<file path="config.mk">
export PLATFORM = sky130hd
export DESIGN_NAME = cbf_ctrl
export DESIGN_NICKNAME = d
export VERILOG_FILES = /design/src/hdl/cbf_pkg.sv /design/src/hdl/cbf_ctrl.sv
export SDC_FILE = /design/constraint.sdc
export NUM_CORES = 1
export LEC_CHECK = 0
export ABC_AREA = 1
export BUFFER_PORTS_ARGS = -buffer_cell sky130_fd_sc_hd__buf_4
export CORE_UTILIZATION = 50
export CTS_BUF_LIST = sky130_fd_sc_hd__clkbuf_8
export DETAILED_ROUTE_END_ITERATION = 16
export PLACE_DENSITY_LB_ADDON = 0.3
export SYNTH_ARGS = -nofsm -noshare
export SYNTH_HDL_FRONTEND = slang
export SYNTH_SLANG_ARGS = --single-unit
</file>
<file path="constraint.sdc">
create_clock -name clk -period 2.2 [get_ports clk]
set_input_delay 0.55 -clock clk [delete_from_list [all_inputs] [get_ports clk]]
set_output_delay 0.55 -clock clk [all_outputs]
set_load 0.005 [all_outputs]
</file>
<file path="src/hdl/cbf_pkg.sv">
package cbf_pkg;

    // Storage geometry of the sweep store.
    localparam int DEPTH    = 256;
    localparam int SAMPLE_W = 16;
    localparam int IDX_W    = $clog2(DEPTH);
    localparam int CNT_W    = $clog2(DEPTH + 1);

    localparam logic [CNT_W-1:0] DEPTH_CNT = CNT_W'(DEPTH);

    // Register and result field widths.
    localparam int STEP_W   = 17;
    localparam int FREQ_W   = 25;
    localparam int PIDX_W   = 8;
    localparam int PRDATA_W = 32;

    localparam logic [STEP_W-1:0] STEP_RESET = 17'd10000;

    // Threshold is peak * 46334 / 65536, about 0.707 of the peak.
    localparam int THR_SHIFT = 16;
    localparam logic [THR_SHIFT-1:0] THRESH_MUL = 16'd46334;
    localparam int THR_PROD_W = SAMPLE_W + THR_SHIFT;

    // Interpolation arithmetic.
    localparam int PROD_W = SAMPLE_W + STEP_W;
    localparam int BASE_W = IDX_W + STEP_W;
    localparam int SUM_W  = ((BASE_W > FREQ_W) ? BASE_W : FREQ_W) + 1;
    localparam logic [SUM_W-1:0] FREQ_MAX = SUM_W'((64'd1 << FREQ_W) - 64'd1);

    // The fraction never exceeds step_hz, so the divider needs STEP_W quotient bits.
    localparam int DIV_STEPS = STEP_W;
    localparam int DIV_CNT_W = $clog2(DIV_STEPS);
    localparam logic [DIV_CNT_W-1:0] DIV_LAST = DIV_CNT_W'(DIV_STEPS - 1);

    // Scan direction.
    localparam logic SIDE_LO = 1'b0;
    localparam logic SIDE_HI = 1'b1;

    // Commands from the controller to the datapath.
    typedef struct packed {
        logic load;
        logic thr_en;
        logic p_zero;
        logic p_peak;
        logic p_inc;
        logic capture;
        logic mul_en;
        logic div_step;
        logic add_en;
        logic side;
        logic publish;
    } cbf_cmd_t;

    // Status from the datapath to the controller.
    typedef struct packed {
        logic pair_ok;
        logic hit;
        logic out_busy;
    } cbf_sts_t;

endpackage

</file>
<file path="src/hdl/cbf_ctrl.sv">
module cbf_ctrl (
    input  logic               clk,
    input  logic               rst_n,
    input  logic               in_valid,
    input  logic               in_last,
    output logic               in_ready,
    input  cbf_pkg::cbf_sts_t  sts,
    output cbf_pkg::cbf_cmd_t  cmd
);

    localparam logic [3:0] ST_LOAD = 4'd0;
    localparam logic [3:0] ST_THR  = 4'd1;
    localparam logic [3:0] ST_CHK  = 4'd2;
    localparam logic [3:0] ST_RD   = 4'd3;
    localparam logic [3:0] ST_EV   = 4'd4;
    localparam logic [3:0] ST_MUL  = 4'd5;
    localparam logic [3:0] ST_DIV  = 4'd6;
    localparam logic [3:0] ST_ADD  = 4'd7;
    localparam logic [3:0] ST_NEXT = 4'd8;
    localparam logic [3:0] ST_DONE = 4'd9;

    logic [3:0]                    state_reg;
    logic [3:0]                    state_next;
    logic                          side_reg;
    logic                          side_next;
    logic [cbf_pkg::DIV_CNT_W-1:0] div_cnt_reg;
    logic [cbf_pkg::DIV_CNT_W-1:0] div_cnt_next;

    // State, scan side and divider step count.
    always_ff @(posedge clk or negedge rst_n)
    begin
        if (!rst_n)
        begin
            state_reg   <= ST_LOAD;
            side_reg    <= cbf_pkg::SIDE_LO;
            div_cnt_reg <= '0;
        end
        else
        begin
            state_reg   <= state_next;
            side_reg    <= side_next;
            div_cnt_reg <= div_cnt_next;
        end
    end

    // Sequencing: load, threshold, lower scan, upper scan, publish.
    always_comb
    begin
        state_next   = state_reg;
        side_next    = side_reg;
        div_cnt_next = div_cnt_reg;
        cmd          = '0;
        cmd.side     = side_reg;
        case (state_reg)
            ST_LOAD:
            begin
                cmd.load = in_valid;
                if (in_valid && in_last)
                begin
                    state_next = ST_THR;
                end
            end
            ST_THR:
            begin
                cmd.thr_en = 1'b1;
                cmd.p_zero = 1'b1;
                side_next  = cbf_pkg::SIDE_LO;
                state_next = ST_CHK;
            end
            ST_CHK:
            begin
                state_next = sts.pair_ok ? ST_RD : ST_NEXT;
            end
            ST_RD:
            begin
                state_next = ST_EV;
            end
            ST_EV:
            begin
                if (sts.hit)
                begin
                    cmd.capture = 1'b1;
                    state_next  = ST_MUL;
                end
                else
                begin
                    cmd.p_inc  = 1'b1;
                    state_next = ST_CHK;
                end
            end
            ST_MUL:
            begin
                cmd.mul_en   = 1'b1;
                div_cnt_next = '0;
                state_next   = ST_DIV;
            end
            ST_DIV:
            begin
                cmd.div_step = 1'b1;
                div_cnt_next = div_cnt_reg + 1'b1;
                if (div_cnt_reg == cbf_pkg::DIV_LAST)
                begin
                    state_next = ST_ADD;
                end
            end
            ST_ADD:
            begin
                cmd.add_en = 1'b1;
                state_next = ST_NEXT;
            end
            ST_NEXT:
            begin
                if (side_reg == cbf_pkg::SIDE_LO)
                begin
                    side_next  = cbf_pkg::SIDE_HI;
                    cmd.p_peak = 1'b1;
                    state_next = ST_CHK;
                end
                else
                begin
                    state_next = ST_DONE;
                end
            end
            ST_DONE:
            begin
                if (!sts.out_busy)
                begin
                    cmd.publish = 1'b1;
                    state_next  = ST_LOAD;
                end
            end
            default:
            begin
                state_next = ST_LOAD;
            end
        endcase
    end

    assign in_ready = (state_reg == ST_LOAD);

    // A last sample always starts the threshold step.
    a_last_starts: assert property (@(posedge clk) disable iff (!rst_n)
        (state_reg == ST_LOAD && in_valid && in_last) |=> (state_reg == ST_THR))
        else $error("last sample did not end the sweep");

    // The store is read only for a pair inside the loaded range.
    a_read_in_range: assert property (@(posedge clk) disable iff (!rst_n)
        (state_reg == ST_RD) |-> $past(sts.pair_ok))
        else $error("store read outside the loaded range");

    // The divider never runs past its quotient width.
    a_div_bound: assert property (@(posedge clk) disable iff (!rst_n)
        (state_reg == ST_DIV) |-> (div_cnt_reg <= cbf_pkg::DIV_LAST))
        else $error("divider step count out of range");

endmodule

</file>
==> flow_summary_export.csv, run 1 <==
group,metric,value,unit
outcome,status,"finished, final reports clean",
grt,antenna_found_initial,0,
floorplan,row_count,13,
routing,post_drt_wl_per_cell,11.1,um
routing,drt_iter0_markers,13,
grt,grt_pass1_wl,2330,um
grt,overflow,0,
worst_setup_path,setup.worst_path.start_class,"register",
floorplan,die-area,0.00156,mm^2
logic_synthesis,synth-edff-count,0,
floorplan,core,0.00130,mm^2
clock_tree,clk_pin_slew_worst_paths,0.05,ns
worst_setup_path,crit_fanout,8,
timing,maxSlewHeadroom,78.6,%
logic_synthesis,ys_top_cells_by_area,"dfrtp_1 (36%), inv_1 (11%), nand2_1 (8.5%)",
logic_synthesis,synth_ff_type,"dfrtp_1",
power,power.leakage,0.000504,uW
power,powerDensity,1170,mW/mm^2
floorplan,initial_utilization,54.0,%
clock_tree,cts_sinks,10,
placement,dpl.hpwl,1150,um
cells_and_area,design_area,886,um^2
power,fin_total_pwr,1040,uW
placement,port_buffers,18,
clock_tree,clkLatencyLatePin,0.24,ns
clock_tree,cts_max_level,1,
cells_and_area,layout.cells.non_filler,132,
placement,placed_cell_area,831,um^2
min_path,hold_path_class,"input pin to asynchronous set/reset pin",
routing,drcViolationCount,0,
clock_tree,cts_setup_buffers,0,
timing,min_period_over_period,89.6,%
cells_and_area,diodes,0,
placement,dp.cells,128,
logic_synthesis,ys_top_cells_by_count,"inv_1 (20), nand2_1 (16), dfrtp_1 (10), nor2_1 (10), nand3_1 (8)",
routing,via_per_inst,5.07,
timing,post-route-min-period,1.97,ns
clock_tree,cts_resized,0,
grt,grt_usage,23.5,%
clock_tree,cts_tree,"done",
routing,drt_first_pass_iters,4,
logic_synthesis,synth_top_area_share,35.6,%
logic_synthesis,syn_inst,98,
logic_synthesis,syn-cell-area,703,um^2
grt,grt_max_degree,11,
power,irDropWorstVdd,0.553,mV
worst_setup_path,arrival,1.42,ns
timing,finalSetupViolCount,0,
logic_synthesis,ys_seq_area_share,35.6,%
clock_tree,cts.path.max_buffers,2,
logic_synthesis,synth_most_common_cell,"inv_1",
routing,postRouteAntennaNets,0,
logic_synthesis,synth-seq-cells,10,
timing,rsz0062_at_grt,"no",
worst_setup_path,worstSetupPathType,"register to primary output",
logic_synthesis,yosysTopAreaCell,"dfrtp_1",
cells_and_area,area_delta_synth_final,26.0,%
worst_setup_path,r2r_end,"state_reg[0]$_DFFE_PN0P_",
timing,fmax,507,MHz
cells_and_area,fin_nets,127,
worst_setup_path,critPathCaptureType,"primary output",
timing,skew,0.00437,ns
worst_setup_path,rrSetupSlack,0.91,ns
placement,gp_congestion,0.812,
logic_synthesis,avgSynthCellArea,7.18,um^2
logic_synthesis,synthDistinctLibCells,24,
timing,tns,0,ns
timing,tightest_slew,0.322,ns
routing,wl,1460,um
timing,finalHoldViolCount,0,
cells_and_area,largest_reg_flops,5,
floorplan,dieWidth,39.5,um
cells_and_area,fill_cells,123,
worst_setup_path,reg2reg_depth,6,
timing,fin_hold_ws,0.129,ns
routing,vias,669,
logic_synthesis,synth_nets,107,
cells_and_area,layout-drive-gt1-share,29.9,%
flow_run,drv_cap,0,
grt,first_global_vias,565,
worst_setup_path,worstPathRequired,1.65,ns
clock_tree,hold_buffers,0,
clock_tree,cts_made_buffers,3,
timing,slew_violations,0,
worst_setup_path,worstReg2RegStart,"state_reg[2]$_DFFE_PN0P_",
clock_tree,root_buffer,"clkbuf_8",
floorplan,die_y,39.5,um
logic_synthesis,synth-async-reset-ratio,100,%
logic_synthesis,yosys_warnings,0,
floorplan,io_pins,19,
## how the worst max path moves through the flow
stage / from / end / slack (ns)
finish: state_reg[1]$_DFFE_PN0P_ / cmd[7] / 0.23
floorplan: state_reg[1]$_DFFE_PN0P_ / cmd[7] / 0.68
CTS: state_reg[1]$_DFFE_PN0P_ / cmd[7] / 0.22
global route: state_reg[1]$_DFFE_PN0P_ / cmd[7] / 0.12
global placement: state_reg[1]$_DFFE_PN0P_ / cmd[7] / 0.55
detailed placement: state_reg[1]$_DFFE_PN0P_ / cmd[7] / 0.47
## placed cells by master (no fill, tap or decap)
cell type / n
a21oi_1: 1
nor2_4: 1
nand2_2: 3
nand2_1: 16
dfrtp_1: 10
ha_1: 2
o21bai_1: 1
nor2_1: 10
a21oi_2: 1
xor2_1: 1
inv_2: 4
nor2_2: 2
nand3_1: 8
nor4_1: 1
o31ai_2: 1
inv_1: 20
nand2_4: 1
nand4_1: 4
clkbuf_8: 4
o22ai_1: 1
o21ai_0: 4
nor3_1: 1
o211ai_1: 2
buf_4: 18
## worst max-delay path: stages (launching register included)
cell	delay [ns]
dfrtp_1	0.49
nor2_2	0.19
inv_1	0.07
nor3_1	0.17
nand2_1	0.10
inv_1	0.06
buf_4	0.10
## power by group
part | internal (uW) | switching [uW]
sequential | 243 | 83.2
clock | 158 | 79.1
combinational | 199 | 273
total | 600 | 435
## layer usage
layer	track usage, %	share of wire [%]	routed length (um)	vias up
li1	-	-	-	345
met1	26.5	41	595	304
met2	38.9	52	765	16
met3	6.25	5.3	78	4
met4	13.8	1.6	23	0
met5	0	0	0	-
## cell families after synthesis
group / synth area share, %
AOI/OAI and AO/OA: 10.7
xor gates and xnor gates: 1.25
adders and majority gates: 3.56
buffers and inverters: 16.5
DFF: 35.6
and+or+nand+nor: 32.4
## final cells by class
cell class	count	area (um^2)	area share (%)
tap	15	18.8	2.12
clock buffer	4	55.1	6.21
sequential	10	250	28.2
inverter	24	90.1	10.2
multi-input combinational	61	337	38.0
timing repair buffer	18	135	15.3
## metrics by stage
stage	setup WS (ns)	utilization (%)
2_1_floorplan	0.679	-
3_3_place_gp	0.547	63.8
3_5_place_dp	0.466	63.8
4_1_cts	0.217	68.1
5_1_grt	0.120	68.1
6_report	0.229	68.1
No activity file was read; power rests on OpenSTA's default activity.
==> inputs of run 2 (changes only) <==
--- a/config.mk
+++ b/config.mk
@@ -9,6 +9,7 @@
 export BUFFER_PORTS_ARGS = -buffer_cell sky130_fd_sc_hd__buf_4
 export CORE_UTILIZATION = 50
 export CTS_BUF_LIST = sky130_fd_sc_hd__clkbuf_8
+export CTS_CLUSTER_SIZE = 40
 export DETAILED_ROUTE_END_ITERATION = 16
 export PLACE_DENSITY_LB_ADDON = 0.3
 export SYNTH_ARGS = -nofsm -noshare
==> constraint.sdc (replaced) <==
create_clock -name clk -period 2.2 [get_ports clk]
set_input_delay 0.33 -clock clk [delete_from_list [all_inputs] [get_ports clk]]
set_output_delay 0.33 -clock clk [all_outputs]
set_load 0.005 [all_outputs]
==> run 2 against run 1 <==
Sequential cell count unchanged. Via count increased by 4.6%. Final cell count increased by 0.76%. Total power increased by 1.6%. Highest routed layer unchanged.
==> flow_summary_export.csv, run 2 (synthesis results as in run 1) <==
group,metric,value,unit
worst_setup_path,critPathMaxStageDelay,0.49,ns
grt,grt_max_degree,11,
outcome,status,"finished, final reports clean",
routing,drcViolationCount,0,
min_path,holdCritStartpoint,"sts[1]",
timing,maxSlewHeadroom,78.3,%
clock_tree,root_buffer,"clkbuf_8",
worst_setup_path,crit_start,"state_reg[1]$_DFFE_PN0P_",
worst_setup_path,cp.depth,6,
power,swShare,42.7,%
routing,vias,700,
power,switchingPower,450,uW
worst_setup_path,critPathCaptureType,"primary output",
worst_setup_path,worstReg2RegStart,"state_reg[1]$_DFFE_PN0P_",
worst_setup_path,critPathMostFrequentCell,"inv_1",
floorplan,dieWidth,39.5,um
clock_tree,clk_pin_slew_worst_paths,0.05,ns
placement,port_buffers,18,
cells_and_area,largest_reg_flops,5,
clock_tree,cts_max_level,1,
worst_setup_path,slowest_stage,"dfrtp_1",
routing,post_drt_wl_per_cell,12.1,um
grt,first_global_vias,670,
clock_tree,cts_sinks,10,
worst_setup_path,setup.worst_path.start_class,"register",
timing,fmax,553,MHz
worst_setup_path,worstSetupPathType,"register to primary output",
power,p_int,603,uW
worst_setup_path,worstPathRequired,1.87,ns
timing,rsz0062_at_grt,"no",
routing,postRouteAntennaNets,0,
cells_and_area,fin_nets,128,
timing,tns,0,ns
cells_and_area,layout-drive-gt1-share,29.7,%
cells_and_area,postLayoutCoreUtil,68.8,%
cells_and_area,diodes,0,
timing,skew,0.00230,ns
placement,gp_congestion,0.817,
worst_setup_path,reg2reg_depth,6,
timing,setup_ws,0.392,ns
worst_setup_path,crit_end,"cmd[7]",
routing,wl,1610,um
floorplan,io_pins,19,
timing,finalHoldViolCount,0,
min_path,hold_path_class,"input pin to register",
power,powerDensity,1180,mW/mm^2
grt,antenna_found_initial,0,
floorplan,die_y,39.5,um
placement,dpl.hpwl,1270,um
cells_and_area,most-common-layout-cells,"inv_1 (20), buf_4 (18), nand2_1 (16), nor2_1 (10), dfrtp_1 (10)",
power,combPwrFrac,46.4,%
grt,overflow,0,
power,seq_power_share,31.0,%
grt,grt_usage,26.3,%
cells_and_area,area_delta_synth_final,27.4,%
placement,place_ws,0.676,ns
clock_tree,cts_made_buffers,3,
clock_tree,cts_tree,"done",
worst_setup_path,rrSetupSlack,0.90,ns
power,irDropWorstVdd,0.600,mV
grt,grt_pass1_wl,2600,um
worst_setup_path,r2r_end,"div_cnt_reg[2]$_DFFE_PN0P_",
floorplan,core,0.00130,mm^2
timing,tightest_slew,0.325,ns
flow_run,drv_cap,0,
routing,drt_iter0_markers,9,
clock_tree,clkLatencyLatePin,0.24,ns
worst_setup_path,arrival,1.48,ns
routing,drt_first_pass_iters,4,
power,clkPwrFrac,22.6,%
timing,slew_violations,0,
cells_and_area,layout_commonest_cell,"inv_1",
worst_setup_path,crit_fanout,8,
timing,min_period_over_period,82.2,%
worst_setup_path,path_buf_inv,3,
clock_tree,cts.path.max_buffers,2,
routing,via_per_inst,5.26,
timing,finalSetupViolCount,0,
floorplan,initial_utilization,54.0,%
worst_setup_path,path_cells,"nor2_2 > inv_1 > nor3_1 > nand2_1 > inv_1 > buf_4",
clock_tree,cts_resized,0,
timing,post-route-min-period,1.81,ns
floorplan,die-area,0.00156,mm^2
worst_setup_path,critPathTopFamily,"simple AND/OR/NAND/NOR gates",
power,power.leakage,0.000508,uW
floorplan,row_count,13,
## run 2: changes by cell type in the layout (fill, tap and decap cells not counted), sizes merged
cell	previous run	this run
dlygate4sd3	0	1
## run 2: power by group through the flow
stage,Clock (uW),Sequential [uW],Combinational (uW)
after CTS,242,327,492
after global routing,251,334,557
after detailed placement,0,330,486
after global placement,0,325,461
after floorplan,0,295,373
final,238,326,489
## run 2: worst min-delay path by stage
stage                     cells past startpoint                          to  slack (ns)
after floorplan                               0  div_cnt_reg[0]$_DFFE_PN0P_        0.03
after global placement                        1        side_reg$_DFFE_PN0P_        0.17
after detailed placement                      1        side_reg$_DFFE_PN0P_        0.17
after CTS                                     3    state_reg[2]$_DFFE_PN0P_        0.36
after global routing                          3    state_reg[2]$_DFFE_PN0P_        0.39
final                                         3    state_reg[2]$_DFFE_PN0P_        0.36
## run 2: stage by stage
step	instances	hold slack, ns	cell area [um^2]	power (uW)
6_report	133	0.357	896	1050
2_1_floorplan	98	0.0344	703	668
4_1_cts	133	0.359	896	1060
3_3_place_gp	128	0.169	831	786
3_5_place_dp	128	0.168	831	816
5_1_grt	133	0.389	896	1140
## run 2: worst min-delay path, delay by kind of cell
kind                   cells  cell delay (ns)
buffers and inverters      1             0.09
AND/OR/NAND/NOR            2             0.14
## run 2: layout make-up
class	count	area (um^2)
clock buffer	4	55.1
inverter	24	90.1
multi-input combinational	61	337
sequential	10	250
fill	122	405
tap	15	18.8
timing repair buffer	19	145
## run 2: per-layer routing
layer	GRT usage (%)	routed length, um	share of wire [%]	vias to the layer above
li1	-	-	-	348
met1	24.4	615	38	328
met2	48.4	885	55	19
met3	5.68	63	3.9	5
met4	20.7	42	2.6	0
met5	0	0	0	-
## run 2: timing repair
item / CTS / global route
setup buffers: 0 / 0
hold endpoints to repair: 10 / 0
hold buffers: 1 / 0
==> inputs of run 3 (changes only) <==
--- a/config.mk
+++ b/config.mk
@@ -7,7 +7,7 @@
 export LEC_CHECK = 0
 export ABC_AREA = 1
 export BUFFER_PORTS_ARGS = -buffer_cell sky130_fd_sc_hd__buf_4
-export CORE_UTILIZATION = 50
+export CORE_UTILIZATION = 48
 export CTS_BUF_LIST = sky130_fd_sc_hd__clkbuf_8
 export CTS_CLUSTER_SIZE = 40
 export DETAILED_ROUTE_END_ITERATION = 16
==> constraint.sdc (replaced) <==
create_clock -name clk -period 1.45 [get_ports clk]
set_input_delay 0.2175 -clock clk [delete_from_list [all_inputs] [get_ports clk]]
set_output_delay 0.2175 -clock clk [all_outputs]
set_load 0.005 [all_outputs]
==> run 3 against run 2 <==
The run now ends with negative setup slack left. Hold slack lost 0.11 ns. Clock power grew 26%. Largest cell class unchanged. Sequential power grew 58%. Final cell count grew 5.3%.
==> flow_summary_export.csv, run 3 (synthesis results as in run 1) <==
group,metric,value,unit
outcome,status,"finished with violations",
outcome,violations,"negative setup slack",
flow_run,drv_cap,0,
grt,grt_pass1_wl,2310,um
placement,placed_cell_area,838,um^2
grt,grt_max_degree,11,
routing,via_per_inst,5.00,
clock_tree,cts_max_level,1,
power,combPwrFrac,53.8,%
grt,overflow,0,
cells_and_area,largest_reg_flops,5,
clock_tree,cts_made_buffers,3,
power,powerDensity,1790,mW/mm^2
cells_and_area,diodes,0,
clock_tree,cts_tree,"done",
clock_tree,cts.path.max_buffers,2,
routing,drt_first_pass_iters,4,
clock_tree,root_buffer,"clkbuf_8",
floorplan,die_y,40.3,um
min_path,hold_path_class,"input pin to register",
worst_setup_path,setup.worst_path.start_class,"register",
routing,drt_iter0_markers,6,
power,power.leakage,0.000537,uW
timing,finalHoldViolCount,0,
placement,dpl.hpwl,1200,um
grt,first_global_vias,569,
power,p_int,994,uW
power,switchingPower,768,uW
floorplan,io_pins,19,
cells_and_area,layout_commonest_cell,"buf_4",
timing,rsz0062_at_grt,"yes",
timing,min_period_over_period,104,%
routing,drcViolationCount,0,
power,clkPwrFrac,17.0,%
floorplan,core,0.00133,mm^2
routing,postRouteAntennaNets,0,
cells_and_area,layout-drive-gt1-share,44.0,%
timing,tightest_slew,0.247,ns
worst_setup_path,worstSetupPathType,"register to primary output",
placement,dp.cells,129,
placement,port_buffers,18,
power,irDropWorstVdd,0.943,mV
routing,post_drt_wl_per_cell,12.3,um
worst_setup_path,crit_fanout,5,
clock_tree,clk_pin_slew_worst_paths,0.05,ns
timing,tns,-0.0566,ns
cells_and_area,most-common-layout-cells,"buf_4 (26), inv_1 (15), nand2_1 (14), inv_2 (9), nor2_1 (9)",
timing,post-route-min-period,1.50,ns
timing,maxSlewHeadroom,83.6,%
worst_setup_path,worstPathRequired,1.23,ns
grt,grt_usage,22.2,%
routing,wl,1720,um
cells_and_area,fill_cells,116,
power,swShare,43.6,%
grt,antenna_found_initial,0,
cells_and_area,area_delta_synth_final,40.0,%
timing,slew_violations,0,
timing,fmax,665,MHz
timing,setup_ws,-0.0538,ns
floorplan,die-area,0.00162,mm^2
timing,finalSetupViolCount,2,
floorplan,dieWidth,40.3,um
timing,skew,0.000715,ns
worst_setup_path,arrival,1.29,ns
clock_tree,clkLatencyLatePin,0.24,ns
floorplan,initial_utilization,52.7,%
floorplan,row_count,13,
cells_and_area,design_area,985,um^2
worst_setup_path,critPathCaptureType,"primary output",
placement,gp_congestion,0.760,
clock_tree,cts_sinks,10,
cells_and_area,fin_nets,136,
cells_and_area,layout.cells.non_filler,140,
power,seq_power_share,29.2,%
routing,vias,700,
## run 3: cell count changes in the layout (fill, tap and decap cells not counted), sizes merged
cell,change
buf,+8
clkbuf,-1
## run 3: cell type report
| class | count | area, um^2 | area share [%] |
|---|---|---|---|
| clock buffers | 3 | 41.3 | 4.19 |
| inverters | 24 | 90.1 | 9.15 |
| multi-input cells | 61 | 375 | 38.1 |
| flip-flops and latches | 10 | 254 | 25.8 |
| well taps | 15 | 18.8 | 1.91 |
| repair buffers | 27 | 205 | 20.8 |
## run 3: power by group through the flow
stage               sequential [uW]  combinational [uW]  clock, uW
floorplan                       448                 566          0
global placement                476                 737          0
detailed placement              483                 755          0
CTS                             505                 781        295
global route                    524                1050        308
finish                          514                 947        300
## run 3: through the flow
stage | worst slack, ns | util, % | total power [uW] | hold WS (ns)
floorplan | 0.261 | - | 1010 | -0.0781
global placement | 0.194 | 62.9 | 1210 | 0.0569
detailed placement | 0.142 | 62.9 | 1240 | 0.0555
CTS | -0.0366 | 68.1 | 1580 | 0.256
global route | -0.106 | 73.8 | 1880 | 0.262
finish | -0.0538 | 73.8 | 1760 | 0.245
## run 3: routing by layer
| layer | global-route usage [%] | wire [um] | up-vias |
|---|---|---|---|
| met5 | 0 | 0 | - |
| met4 | 10.0 | 17 | 0 |
| met3 | 5.00 | 66 | 4 |
| met2 | 41.9 | 861 | 17 |
| met1 | 23.0 | 776 | 317 |
| li1 | - | - | 362 |
## run 3: timing repair
item / in CTS / in global routing
setup endpoints to repair: 8 / 9
hold endpoints to repair: 10 / 0
hold buffers: 1 / 0
gates resized for setup: 7 / 10
buffers inserted: 0 / 7
pin swaps: 1 / 2
## run 3: final timing paths
| kind | from | end | slack, ns | cells after the start |
|---|---|---|---|---|
| min in group asynchronous | rst_n | div_cnt_reg[2]$_DFFE_PN0P_ | 0.35 | 2 |
| max | state_reg[0]$_DFFE_PN0P_ | cmd[7] | -0.05 | 6 |
| min | sts[1] | state_reg[2]$_DFFE_PN0P_ | 0.25 | 3 |
| min reg2reg | div_cnt_reg[4]$_DFFE_PN0P_ | div_cnt_reg[4]$_DFFE_PN0P_ | 0.59 | 2 |
| max in group asynchronous | rst_n | state_reg[0]$_DFFE_PN0P_ | 0.94 | 2 |
| max reg2reg | state_reg[3]$_DFFE_PN0P_ | div_cnt_reg[2]$_DFFE_PN0P_ | 0.11 | 7 |
## run 3: critical path: stages (launching register included)
cell	delay [ns]
dfrtp_2	0.45
nor2_4	0.14
inv_2	0.07
nor3_2	0.12
nand2_1	0.11
inv_1	0.06
buf_4	0.10
